**config.mk**
```make
export PLATFORM = sky130hd
export DESIGN_NAME = sm4_block_cipher_top
export DESIGN_NICKNAME = d
export VERILOG_FILES = /design/src/rtl/sm4_pkg.sv /design/src/rtl/sm4_ctrl.sv /design/src/rtl/sm4_dp.sv /design/src/rtl/sm4_block_cipher_top.sv
export SDC_FILE = /design/constraint.sdc
export NUM_CORES = 2
export LEC_CHECK = 0
export ABC_AREA = 0
export ABC_CLOCK_PERIOD_IN_PS = 11500
export CORE_MARGIN = 4
export CORE_UTILIZATION = 50
export CTS_CLUSTER_SIZE = 12
export DETAILED_ROUTE_END_ITERATION = 8
export DONT_BUFFER_PORTS = 1
export SLEW_MARGIN = 20
export SYNTH_ARGS = -nofsm -noshare
export SYNTH_HDL_FRONTEND = slang
export SYNTH_SLANG_ARGS = --single-unit
```
**constraint.sdc**
```tcl
create_clock -name i_clk -period 11.5 [get_ports i_clk]
set_clock_uncertainty 0.05 [all_clocks]
set_input_delay 1.15 -clock i_clk [delete_from_list [all_inputs] [get_ports i_clk]]
set_output_delay 1.15 -clock i_clk [all_outputs]
set_load 0.02 [all_outputs]
```
**src/rtl/sm4_pkg.sv**
```systemverilog
// Shared types, command codes and round function for the SM4 engine
`default_nettype none

package sm4_pkg;

    localparam logic [1:0] CMD_LOAD    = 2'd0;
    localparam logic [1:0] CMD_ENCRYPT = 2'd1;
    localparam logic [1:0] CMD_DECRYPT = 2'd2;

    localparam int unsigned NUM_ROUNDS = 32;
    localparam int unsigned KEY_AW     = 5;

    typedef struct packed {
        logic [1:0]  command;
        logic [4:0]  key_index;
        logic [31:0] key_word;
        logic [63:0] block_high;
        logic [63:0] block_low;
    } t_in_beat;

    typedef struct packed {
        logic [63:0] result_high;
        logic [63:0] result_low;
    } t_out_beat;

    typedef struct packed {
        logic              key_wr;
        logic              load_blk;
        logic              step;
        logic [KEY_AW-1:0] rd_addr;
    } t_dp_ctrl;

    localparam logic [7:0] SBOX [256] = '{
        8'hD6,8'h90,8'hE9,8'hFE,8'hCC,8'hE1,8'h3D,8'hB7,8'h16,8'hB6,8'h14,8'hC2,8'h28,8'hFB,8'h2C,8'h05,
        8'h2B,8'h67,8'h9A,8'h76,8'h2A,8'hBE,8'h04,8'hC3,8'hAA,8'h44,8'h13,8'h26,8'h49,8'h86,8'h06,8'h99,
        8'h9C,8'h42,8'h50,8'hF4,8'h91,8'hEF,8'h98,8'h7A,8'h33,8'h54,8'h0B,8'h43,8'hED,8'hCF,8'hAC,8'h62,
        8'hE4,8'hB3,8'h1C,8'hA9,8'hC9,8'h08,8'hE8,8'h95,8'h80,8'hDF,8'h94,8'hFA,8'h75,8'h8F,8'h3F,8'hA6,
        8'h47,8'h07,8'hA7,8'hFC,8'hF3,8'h73,8'h17,8'hBA,8'h83,8'h59,8'h3C,8'h19,8'hE6,8'h85,8'h4F,8'hA8,
        8'h68,8'h6B,8'h81,8'hB2,8'h71,8'h64,8'hDA,8'h8B,8'hF8,8'hEB,8'h0F,8'h4B,8'h70,8'h56,8'h9D,8'h35,
        8'h1E,8'h24,8'h0E,8'h5E,8'h63,8'h58,8'hD1,8'hA2,8'h25,8'h22,8'h7C,8'h3B,8'h01,8'h21,8'h78,8'h87,
        8'hD4,8'h00,8'h46,8'h57,8'h9F,8'hD3,8'h27,8'h52,8'h4C,8'h36,8'h02,8'hE7,8'hA0,8'hC4,8'hC8,8'h9E,
        8'hEA,8'hBF,8'h8A,8'hD2,8'h40,8'hC7,8'h38,8'hB5,8'hA3,8'hF7,8'hF2,8'hCE,8'hF9,8'h61,8'h15,8'hA1,
        8'hE0,8'hAE,8'h5D,8'hA4,8'h9B,8'h34,8'h1A,8'h55,8'hAD,8'h93,8'h32,8'h30,8'hF5,8'h8C,8'hB1,8'hE3,
        8'h1D,8'hF6,8'hE2,8'h2E,8'h82,8'h66,8'hCA,8'h60,8'hC0,8'h29,8'h23,8'hAB,8'h0D,8'h53,8'h4E,8'h6F,
        8'hD5,8'hDB,8'h37,8'h45,8'hDE,8'hFD,8'h8E,8'h2F,8'h03,8'hFF,8'h6A,8'h72,8'h6D,8'h6C,8'h5B,8'h51,
        8'h8D,8'h1B,8'hAF,8'h92,8'hBB,8'hDD,8'hBC,8'h7F,8'h11,8'hD9,8'h5C,8'h41,8'h1F,8'h10,8'h5A,8'hD8,
        8'h0A,8'hC1,8'h31,8'h88,8'hA5,8'hCD,8'h7B,8'hBD,8'h2D,8'h74,8'hD0,8'h12,8'hB8,8'hE5,8'hB4,8'hB0,
        8'h89,8'h69,8'h97,8'h4A,8'h0C,8'h96,8'h77,8'h7E,8'h65,8'hB9,8'hF1,8'h09,8'hC5,8'h6E,8'hC6,8'h84,
        8'h18,8'hF0,8'h7D,8'hEC,8'h3A,8'hDC,8'h4D,8'h20,8'h79,8'hEE,8'h5F,8'h3E,8'hD7,8'hCB,8'h39,8'h48
    };

    // S-box on each byte, then the linear transform L
    function automatic logic [31:0] t_func(input logic [31:0] a);
        logic [31:0] b;
        b = {SBOX[a[31:24]], SBOX[a[23:16]], SBOX[a[15:8]], SBOX[a[7:0]]};
        return b ^ {b[29:0], b[31:30]} ^ {b[21:0], b[31:22]}
                 ^ {b[13:0], b[31:14]} ^ {b[7:0], b[31:8]};
    endfunction

endpackage

`default_nettype wire

```
**src/rtl/sm4_ctrl.sv**
```systemverilog
// Controller: command decode, round counter and result strobe
`default_nettype none

module sm4_ctrl (
    input  wire logic              i_clk,
    input  wire logic              i_rst_n,
    input  wire logic              start,
    output logic                   busy,
    input  wire logic [1:0]        i_command,
    output sm4_pkg::t_dp_ctrl      o_ctrl,
    output logic                   o_done
);

    localparam logic ST_IDLE = 1'b0;
    localparam logic ST_RUN  = 1'b1;

    logic                       r_state, n_state;
    logic [sm4_pkg::KEY_AW-1:0] r_round, n_round;
    logic                       r_dec,   n_dec;
    logic                       r_done,  n_done;
    logic [sm4_pkg::KEY_AW-1:0] w_next_round;
    logic                       w_accept;
    logic                       w_crypt;

    assign w_accept     = start && (r_state == ST_IDLE);
    assign w_crypt      = (i_command == sm4_pkg::CMD_ENCRYPT)
                       || (i_command == sm4_pkg::CMD_DECRYPT);
    assign w_next_round = r_round + 1'b1;

    always_comb begin
        n_state = r_state;
        n_round = r_round;
        n_dec   = r_dec;
        n_done  = 1'b0;
        o_ctrl.key_wr   = 1'b0;
        o_ctrl.load_blk = 1'b0;
        o_ctrl.step     = 1'b0;
        o_ctrl.rd_addr  = '0;
        case (r_state)
            ST_IDLE: begin
                if (w_accept && (i_command == sm4_pkg::CMD_LOAD)) begin
                    o_ctrl.key_wr = 1'b1;
                end
                if (w_accept && w_crypt) begin
                    o_ctrl.load_blk = 1'b1;
                    n_dec   = (i_command == sm4_pkg::CMD_DECRYPT);
                    n_round = '0;
                    n_state = ST_RUN;
                    // fetch the first round key: slot 0 forward, last slot backward
                    o_ctrl.rd_addr = (i_command == sm4_pkg::CMD_DECRYPT) ? '1 : '0;
                end
            end
            ST_RUN: begin
                o_ctrl.step    = 1'b1;
                o_ctrl.rd_addr = r_dec ? ~w_next_round : w_next_round;
                n_round        = w_next_round;
                if (r_round == sm4_pkg::KEY_AW'(sm4_pkg::NUM_ROUNDS - 1)) begin
                    n_state = ST_IDLE;
                    n_done  = 1'b1;
                end
            end
            default: begin
                n_state = ST_IDLE;
            end
        endcase
    end

    always_ff @(posedge i_clk) begin
        if (!i_rst_n) begin
            r_state <= ST_IDLE;
            r_round <= '0;
            r_dec   <= 1'b0;
            r_done  <= 1'b0;
        end else begin
            r_state <= n_state;
            r_round <= n_round;
            r_dec   <= n_dec;
            r_done  <= n_done;
        end
    end

    assign busy   = (r_state == ST_RUN);
    assign o_done = r_done;

endmodule

`default_nettype wire

```
**src/rtl/sm4_dp.sv**
```systemverilog
// Datapath: round-key memory, block word registers and the round function
`default_nettype none

module sm4_dp (
    input  wire logic                i_clk,
    input  wire sm4_pkg::t_in_beat   i_in,
    input  wire sm4_pkg::t_dp_ctrl   i_ctrl,
    output sm4_pkg::t_out_beat       o_result
);

    logic [31:0] r_keys [sm4_pkg::NUM_ROUNDS];
    logic [31:0] r_key;
    logic [31:0] r_x0, r_x1, r_x2, r_x3;
    logic [31:0] w_new;

    always_ff @(posedge i_clk) begin
        if (i_ctrl.key_wr) begin
            r_keys[i_in.key_index] <= i_in.key_word;
        end
        r_key <= r_keys[i_ctrl.rd_addr];
    end

    assign w_new = r_x0 ^ sm4_pkg::t_func(r_x1 ^ r_x2 ^ r_x3 ^ r_key);

    // load the block words on a block command, then advance the word window by one each round
    always_ff @(posedge i_clk) begin
        if (i_ctrl.load_blk) begin
            r_x0 <= i_in.block_high[63:32];
            r_x1 <= i_in.block_high[31:0];
            r_x2 <= i_in.block_low[63:32];
            r_x3 <= i_in.block_low[31:0];
        end else if (i_ctrl.step) begin
            r_x0 <= r_x1;
            r_x1 <= r_x2;
            r_x2 <= r_x3;
            r_x3 <= w_new;
        end
    end

    assign o_result.result_high = {r_x3, r_x2};
    assign o_result.result_low  = {r_x1, r_x0};

endmodule

`default_nettype wire

```
**src/rtl/sm4_block_cipher_top.sv**
```systemverilog
// Top level of the SM4 block cipher engine
//
//   channel   signals                      accepted when
//   command   start, busy, i_in            start high and busy low at the clock edge
//   result    o_done, o_result             o_done high, one cycle, no back-pressure
//
// A load command writes the round-key memory.
// An encrypt or decrypt runs 32 rounds, one per cycle, each paced by one read of the
// round-key memory, then raises the result strobe.
// busy is high during the rounds; a new command may start in the strobe cycle.
// Synchronous reset clears the controller; round keys keep their contents.
`default_nettype none

module sm4_block_cipher_top (
    input  wire logic                i_clk,
    input  wire logic                i_rst_n,
    input  wire logic                start,
    output logic                     busy,
    input  wire sm4_pkg::t_in_beat   i_in,
    output logic                     o_done,
    output sm4_pkg::t_out_beat       o_result
);

    sm4_pkg::t_dp_ctrl w_ctrl;

    sm4_ctrl u_ctrl (
        .i_clk     (i_clk),
        .i_rst_n   (i_rst_n),
        .start     (start),
        .busy      (busy),
        .i_command (i_in.command),
        .o_ctrl    (w_ctrl),
        .o_done    (o_done)
    );

    sm4_dp u_dp (
        .i_clk    (i_clk),
        .i_in     (i_in),
        .i_ctrl   (w_ctrl),
        .o_result (o_result)
    );

endmodule

`default_nettype wire

```
* After elaboration in Yosys (flattened, before gate mapping)
Memory sizes are Yosys's and may differ from the RTL's. A register that Yosys moved wholly into a read port is not among the register bits. Index checks and enable logic that the tools add are counted.
Word-level totals: flip-flop bits (word level) 136, memory bits (writable) 1024, bits in read-only memories 8192, memories 5, output and inout bits 130, logic and storage cells 75, input bits 170
Memories:
- (no name shown) | depth 256, bits a word 8, read ports 1, clocked after memory_dff 0, wr ports 0, line sm4_pkg.sv:55 | b = {SBOX[a[31:24]], SBOX[a[23:16]], SBOX[a[15:8]], SBOX[a[7:0]]};
- (no name shown) | depth 256, bits a word 8, read ports 1, clocked after memory_dff 0, wr ports 0, line sm4_pkg.sv:55
- (no name shown) | depth 256, bits a word 8, read ports 1, clocked after memory_dff 0, wr ports 0, line sm4_pkg.sv:55
- (no name shown) | depth 256, bits a word 8, read ports 1, clocked after memory_dff 0, wr ports 0, line sm4_pkg.sv:55
- u_dp.r_keys | depth 32, bits a word 32, read ports 1, clocked after memory_dff 1, wr ports 1, line sm4_dp.sv:11 | logic [31:0] r_keys [sm4_pkg::NUM_ROUNDS];
Cells by class: multiplexer cells 31, bitwise gates (word level) 14, $add $sub $neg 1, magnitude comparators 4, equal/unequal tests 4, reduce and logical (&&, ||, !) cells 8
Operator list (number):
- 2-to-1 mux 32 bit | 8
- XOR 32 bit | 8
- 2-to-1 mux 8 bit | 8
- greater-or-equal comparator 9 bit, second input constant | 4
- inverter 8 -> 9 bit | 4
- 2-to-1 mux 5 bit | 4
- case mux 5 bit (2 select lines) | 2
- 2-to-1 mux 1 bit | 7
- adder 5 x 1 -> 5 bit, second input constant | 1
- equality test 5 bit, second input constant | 1
- inverter 5 bit | 1
- AND reduction 2 bit | 2
- logical AND 1 bit | 3
- equality test 2 x 1 -> 1 bit, second input constant | 1
- equality test 2 bit, second input constant | 1
- zero test 2 bit | 1
- 2-to-1 mux 2 bit | 1
- != test 2 bit, second input constant | 1
- case mux 1 bit (2 select lines) | 1
- nonzero test 2 bit | 1
- logical OR 1 bit | 1
- inverter 1 bit | 1

* Depth between registers and ports, before layout
word-level depth 14, mapped depth 17, gate-level depth less buffers 14

* Modules after synthesis
A second synthesis with hierarchy kept.
Unflattened totals: cell total of the unflattened synthesis 4312, area, all modules 61178.7 µm²
By module, submodules not included:
- sm4_dp | times used 1, area each 60668.2 µm², cells each 4255
- sm4_ctrl | times used 1, area each 510.5 µm², cells each 57

* Worst setup path before layout
No wires, ideal clock.
kind input to register, from input i_in[165] (netlist name), to register u_dp.r_x0[0] (enable), setup time 0.481 ns, path slack 6.652 ns, buffers on the path 1, arrival 4.317 ns, stages 6, cell sequence inv_1 -> ha_1 -> and2_1 -> clkbuf_1 -> nor2_1 -> inv_1
On the way: longest elaborated chain between the ends 6, elaborated cells between the ends (all ways) 7, classes of those cells 2 x eq/ne; 2 x mux; 3 x reduce/logical
RTL lines:
- start, declared | line sm4_block_cipher_top.sv:19 | input wire sm4_pkg::t_in_beat i_in,
- equality test 2 x 1 -> 1 bit / equality test 2 bit (equally long branches) | line sm4_ctrl.sv:26, sm4_ctrl.sv:27
- logical OR 1 bit (*) | line sm4_ctrl.sv:27 | || (i_command == sm4_pkg::CMD_DECRYPT);
- logical AND 1 bit (*) | line sm4_ctrl.sv:44 | if (w_accept && w_crypt) begin
- 2-to-1 mux 1 bit (*) | line sm4_ctrl.sv:44
- 2-to-1 mux 2 bit (*) | line sm4_ctrl.sv:39 | case (r_state)
- nonzero test 2 bit (no line) (*)
- end signal, assigned | line sm4_dp.sv:28 | r_x0 <= i_in.block_high[63:32];
- end signal, assigned | line sm4_dp.sv:33 | r_x0 <= r_x1;
- end, declared | line sm4_dp.sv:13 | logic [31:0] r_x0, r_x1, r_x2, r_x3;
Every way passes the cells marked *; elsewhere a longest branch is shown, timed or not. A chain may end at the register's enable or synchronous reset.

* Worst setup path after layout
from register u_dp.r_x3[24], to register u_dp.r_x3[6], data pin
On the way: longest elaborated chain between the ends 12
RTL lines:
- start, declared | line sm4_dp.sv:13
- start signal, assigned | line sm4_dp.sv:31 | r_x3 <= i_in.block_low[31:0];
- start signal, assigned | line sm4_dp.sv:36 | r_x3 <= w_new;
- XOR 32 bit (2 in series) | line sm4_dp.sv:23 | assign w_new = r_x0 ^ sm4_pkg::t_func(r_x1 ^ r_x2 ^ r_x3 ^ r_key);
- inverter 8 -> 9 bit (not written as such) | line sm4_pkg.sv:55
- memory read (256 x 8 bit)
- 2-to-1 mux 8 bit (not written as such) (2 in series) | line sm4_pkg.sv:55
- XOR 32 bit | line sm4_pkg.sv:56 | return b ^ {b[29:0], b[31:30]} ^ {b[21:0], b[31:22]}
- XOR 32 bit (2 in series) | line sm4_pkg.sv:57 | ^ {b[13:0], b[31:14]} ^ {b[7:0], b[31:8]};
- XOR 32 bit | line sm4_dp.sv:23
- 2-to-1 mux 32 bit | line sm4_dp.sv:32 | end else if (i_ctrl.step) begin
- 2-to-1 mux 32 bit | line sm4_dp.sv:27 | if (i_ctrl.load_blk) begin
No other way between the ends. The select of a mux whose other input is x is not followed.

==> qor.yml <==
clock_tree:
  clock_sinks: 1192
  clk_latency_ns: 0.76
  cts_resized: 0
  cts_setup_buffers: 0
  tritoncts: "built"
  cts_root_buf: "clkbuf_16"
  cts_htree_levels: 4
  cts_made_buffers: 130
  clock_path_buffers: 3
  holdBufCountCts: 0
  path_clk_slew_ns: 0.06
yosys:
  synth_area_per_cell_um2: 10.8
  async_flop_share_pct: 0
  yosys_warnings: 0
  synth-edff-count: 1152
  ys.flop_type: "edfxtp_1"
  netlist_area_mm2: 0.0618
  synth_cells: 5746
  syn_nets: 5958
  ys_types: 102
  synth_seq_cells: 1192
  seq_area_frac_synth_pct: 57.2
grt:
  grt_pass1_wl_mm: 332
  grt_overflow: 0
  grt_pass1_vias: 46500
  antenna_found_initial: 8
  grt_max_degree: 155
  grt_usage_pct: 34.3
sta:
  hold_viol: 0
  maxSlewHeadroom_pct: 24.6
  clock.fmax_mhz: 166
  rsz0062_at_grt: "no"
  finalSetupViolations: 0
  tightestPinTransition_ns: 1.13
  hold-worst-slack_ns: 0.437
  fin_crit_ns: 6.04
  tns_ns: 0
  timing.final.crit_share_pct: 52.5
  drv_slew: 0
final_layout:
  most-common-layout-cells: "1152 x edfxtp_1, 1101 x nand2_1, 356 x nor2_1, 267 x a21oi_1, 261 x o21ai_0"
  drive_gt1_share_pct: 8.45
  num-fill-cells: 10500
  finalNetCount: 5705
  final_common_cell: "edfxtp_1"
  syn_to_final_growth_pct: 9.13
  fin_area_mm2: 0.0675
  fin_cells: 7213
setup_path:
  path_class: "reg -> reg"
  crit_path_start_kind: "flop"
  arrival_ns: 6.46
  crit_required_ns: 11.93
  cp-end-kind: "flop"
  path_max_fanout: 22
route:
  drt_pass1_iterations: 7
  ant_nets: 0
  drt-total-wl_mm: 230
  drt_iter0_markers: 7356
  vias: 49800
  routed_via_density: 6.90
  drc: 0
  avgRoutedWirePerCell_um: 31.9
floorplan:
  fp.dieH_um: 360
  initial_core_util_pct: 50.5
  io_pins: 300
  die_x_um: 360
  coreArea_mm2: 0.122
  dieArea_mm2: 0.129
  num_rows: 128
place:
  dpl_cell_area_mm2: 0.0635
  dp.cells: 6985
  io_buffers: 0
  gp_congestion: 1.01
  place_hpwl_mm: 143
run_status:
  status: "complete, no violations"
min_path:
  hold_path_class: "in -> reg"
job:
  maxCapViolations: 0
-- logic make-up (layout without fill, tap and decap cells) --
| group | after synthesis | in the layout | share of synthesized area [%] |
|---|---|---|---|
| simple gates | 1982 | 1982 | 13.4 |
| compound gates | 1629 | 1629 | 18.5 |
| flops | 1192 | 1192 | 57.2 |
| buf+inv | 569 | 407 | 3.86 |
| xor+xnor | 249 | 249 | 4.24 |
| mux | 83 | 83 | 1.90 |
| fa+ha+maj | 42 | 42 | 0.850 |
| other cells | 0 | 4 | 0 |
-- state kept, by name (all words and copies together) (netlist names) --
signal / cells
u_dp.r_keys: 1024
u_dp.r_x3: 32
u_ctrl.busy: 1
u_ctrl.r_round: 5
u_ctrl.r_dec: 1
u_dp.r_x0: 32
u_dp.r_x1: 32
u_dp.r_key: 32
u_dp.r_x2: 32
u_ctrl.o_done: 1
-- through the flow --
step           util (%)  worst slack [ns]
6_report           55.2              5.46
5_1_grt            55.2              5.37
4_1_cts            55.1              5.70
3_5_place_dp       51.9              5.47
3_3_place_gp       51.9              5.40
2_1_floorplan         -              6.65
-- cell usage after synthesis (24+ instances only) --
cell      count  area share [%]
inv_1        29            0.18
o221ai_1    235             3.3
buf_2        94            0.76
a221o_1      24            0.39
nand3_1     242             2.0
xor2_1       69            0.98
ha_1         42            0.85
clkbuf_1    367             2.2
buf_4        28            0.34
a221oi_1     41            0.58
a31oi_1     168             1.7
mux2i_1      51            0.83
a21oi_1     270             2.2
and3_1       75            0.76
mux4_2       27            0.98
a211oi_1     51            0.62
nand2_1    1105             6.7
buf_1        38            0.23
nor3_1       81            0.66
o22ai_1      91            0.92
edfxtp_1   1152              56
o21ai_0     261             2.1
xnor2_1     135             1.9
o31ai_1      27            0.33
a311oi_1    105             1.5
dfxtp_1      40             1.3
nor2_1      388             2.4
o311ai_0     31            0.44
o21ai_1      32            0.26
o211ai_1     96             1.2
-- final cells by class --
class | instances | area [um2] | share of cell area [%]
flip-flops and latches | 1192 | 35400 | 52.4
multi-input cells | 3985 | 24700 | 36.7
clock buffers | 186 | 3560 | 5.27
well taps | 1625 | 2030 | 3.01
repair buffers | 146 | 1200 | 1.77
clock inverters | 37 | 414 | 0.614
inverters | 38 | 148 | 0.219
diodes | 4 | 10.0 | 0.0148
-- critical path: stages (launching register included) --
cell	delay, ns
edfxtp_1	0.60
xor2_1	0.33
xnor2_2	0.16
buf_4	0.36
inv_2	0.26
ha_1	0.62
nor2_1	0.67
nor2_1	0.14
o311ai_0	0.64
nand4_1	0.24
a32oi_1	0.73
xnor2_2	0.25
xnor3_1	0.42
xnor2_1	0.18
o21ai_1	0.08
-- layer usage --
metal  up-vias  GRT usage (%)  part of all wire, %
met4         8           12.6                  4.2
met2      3130           54.1                   46
met3       547           7.64                   10
li1      21400              -                    -
met1     24700           46.7                   39
met5         -              0                0.022
-- path summary, 6_finish.rpt --
path,startpoint,to,slack (ns),cells past startpoint
min reg2reg,u_ctrl.r_dec,u_ctrl.r_dec,0.55,2
min,i_in[151],u_dp.r_keys[5][23],0.44,0
max reg2reg,u_dp.r_x3[24],u_dp.r_x3[6],5.46,14
max,u_dp.r_x3[24],u_dp.r_x3[6],5.46,14
Power is left out: the tool's default activity adds up to more than one toggle a clock period on the data nets, which glitch-free logic cannot reach.
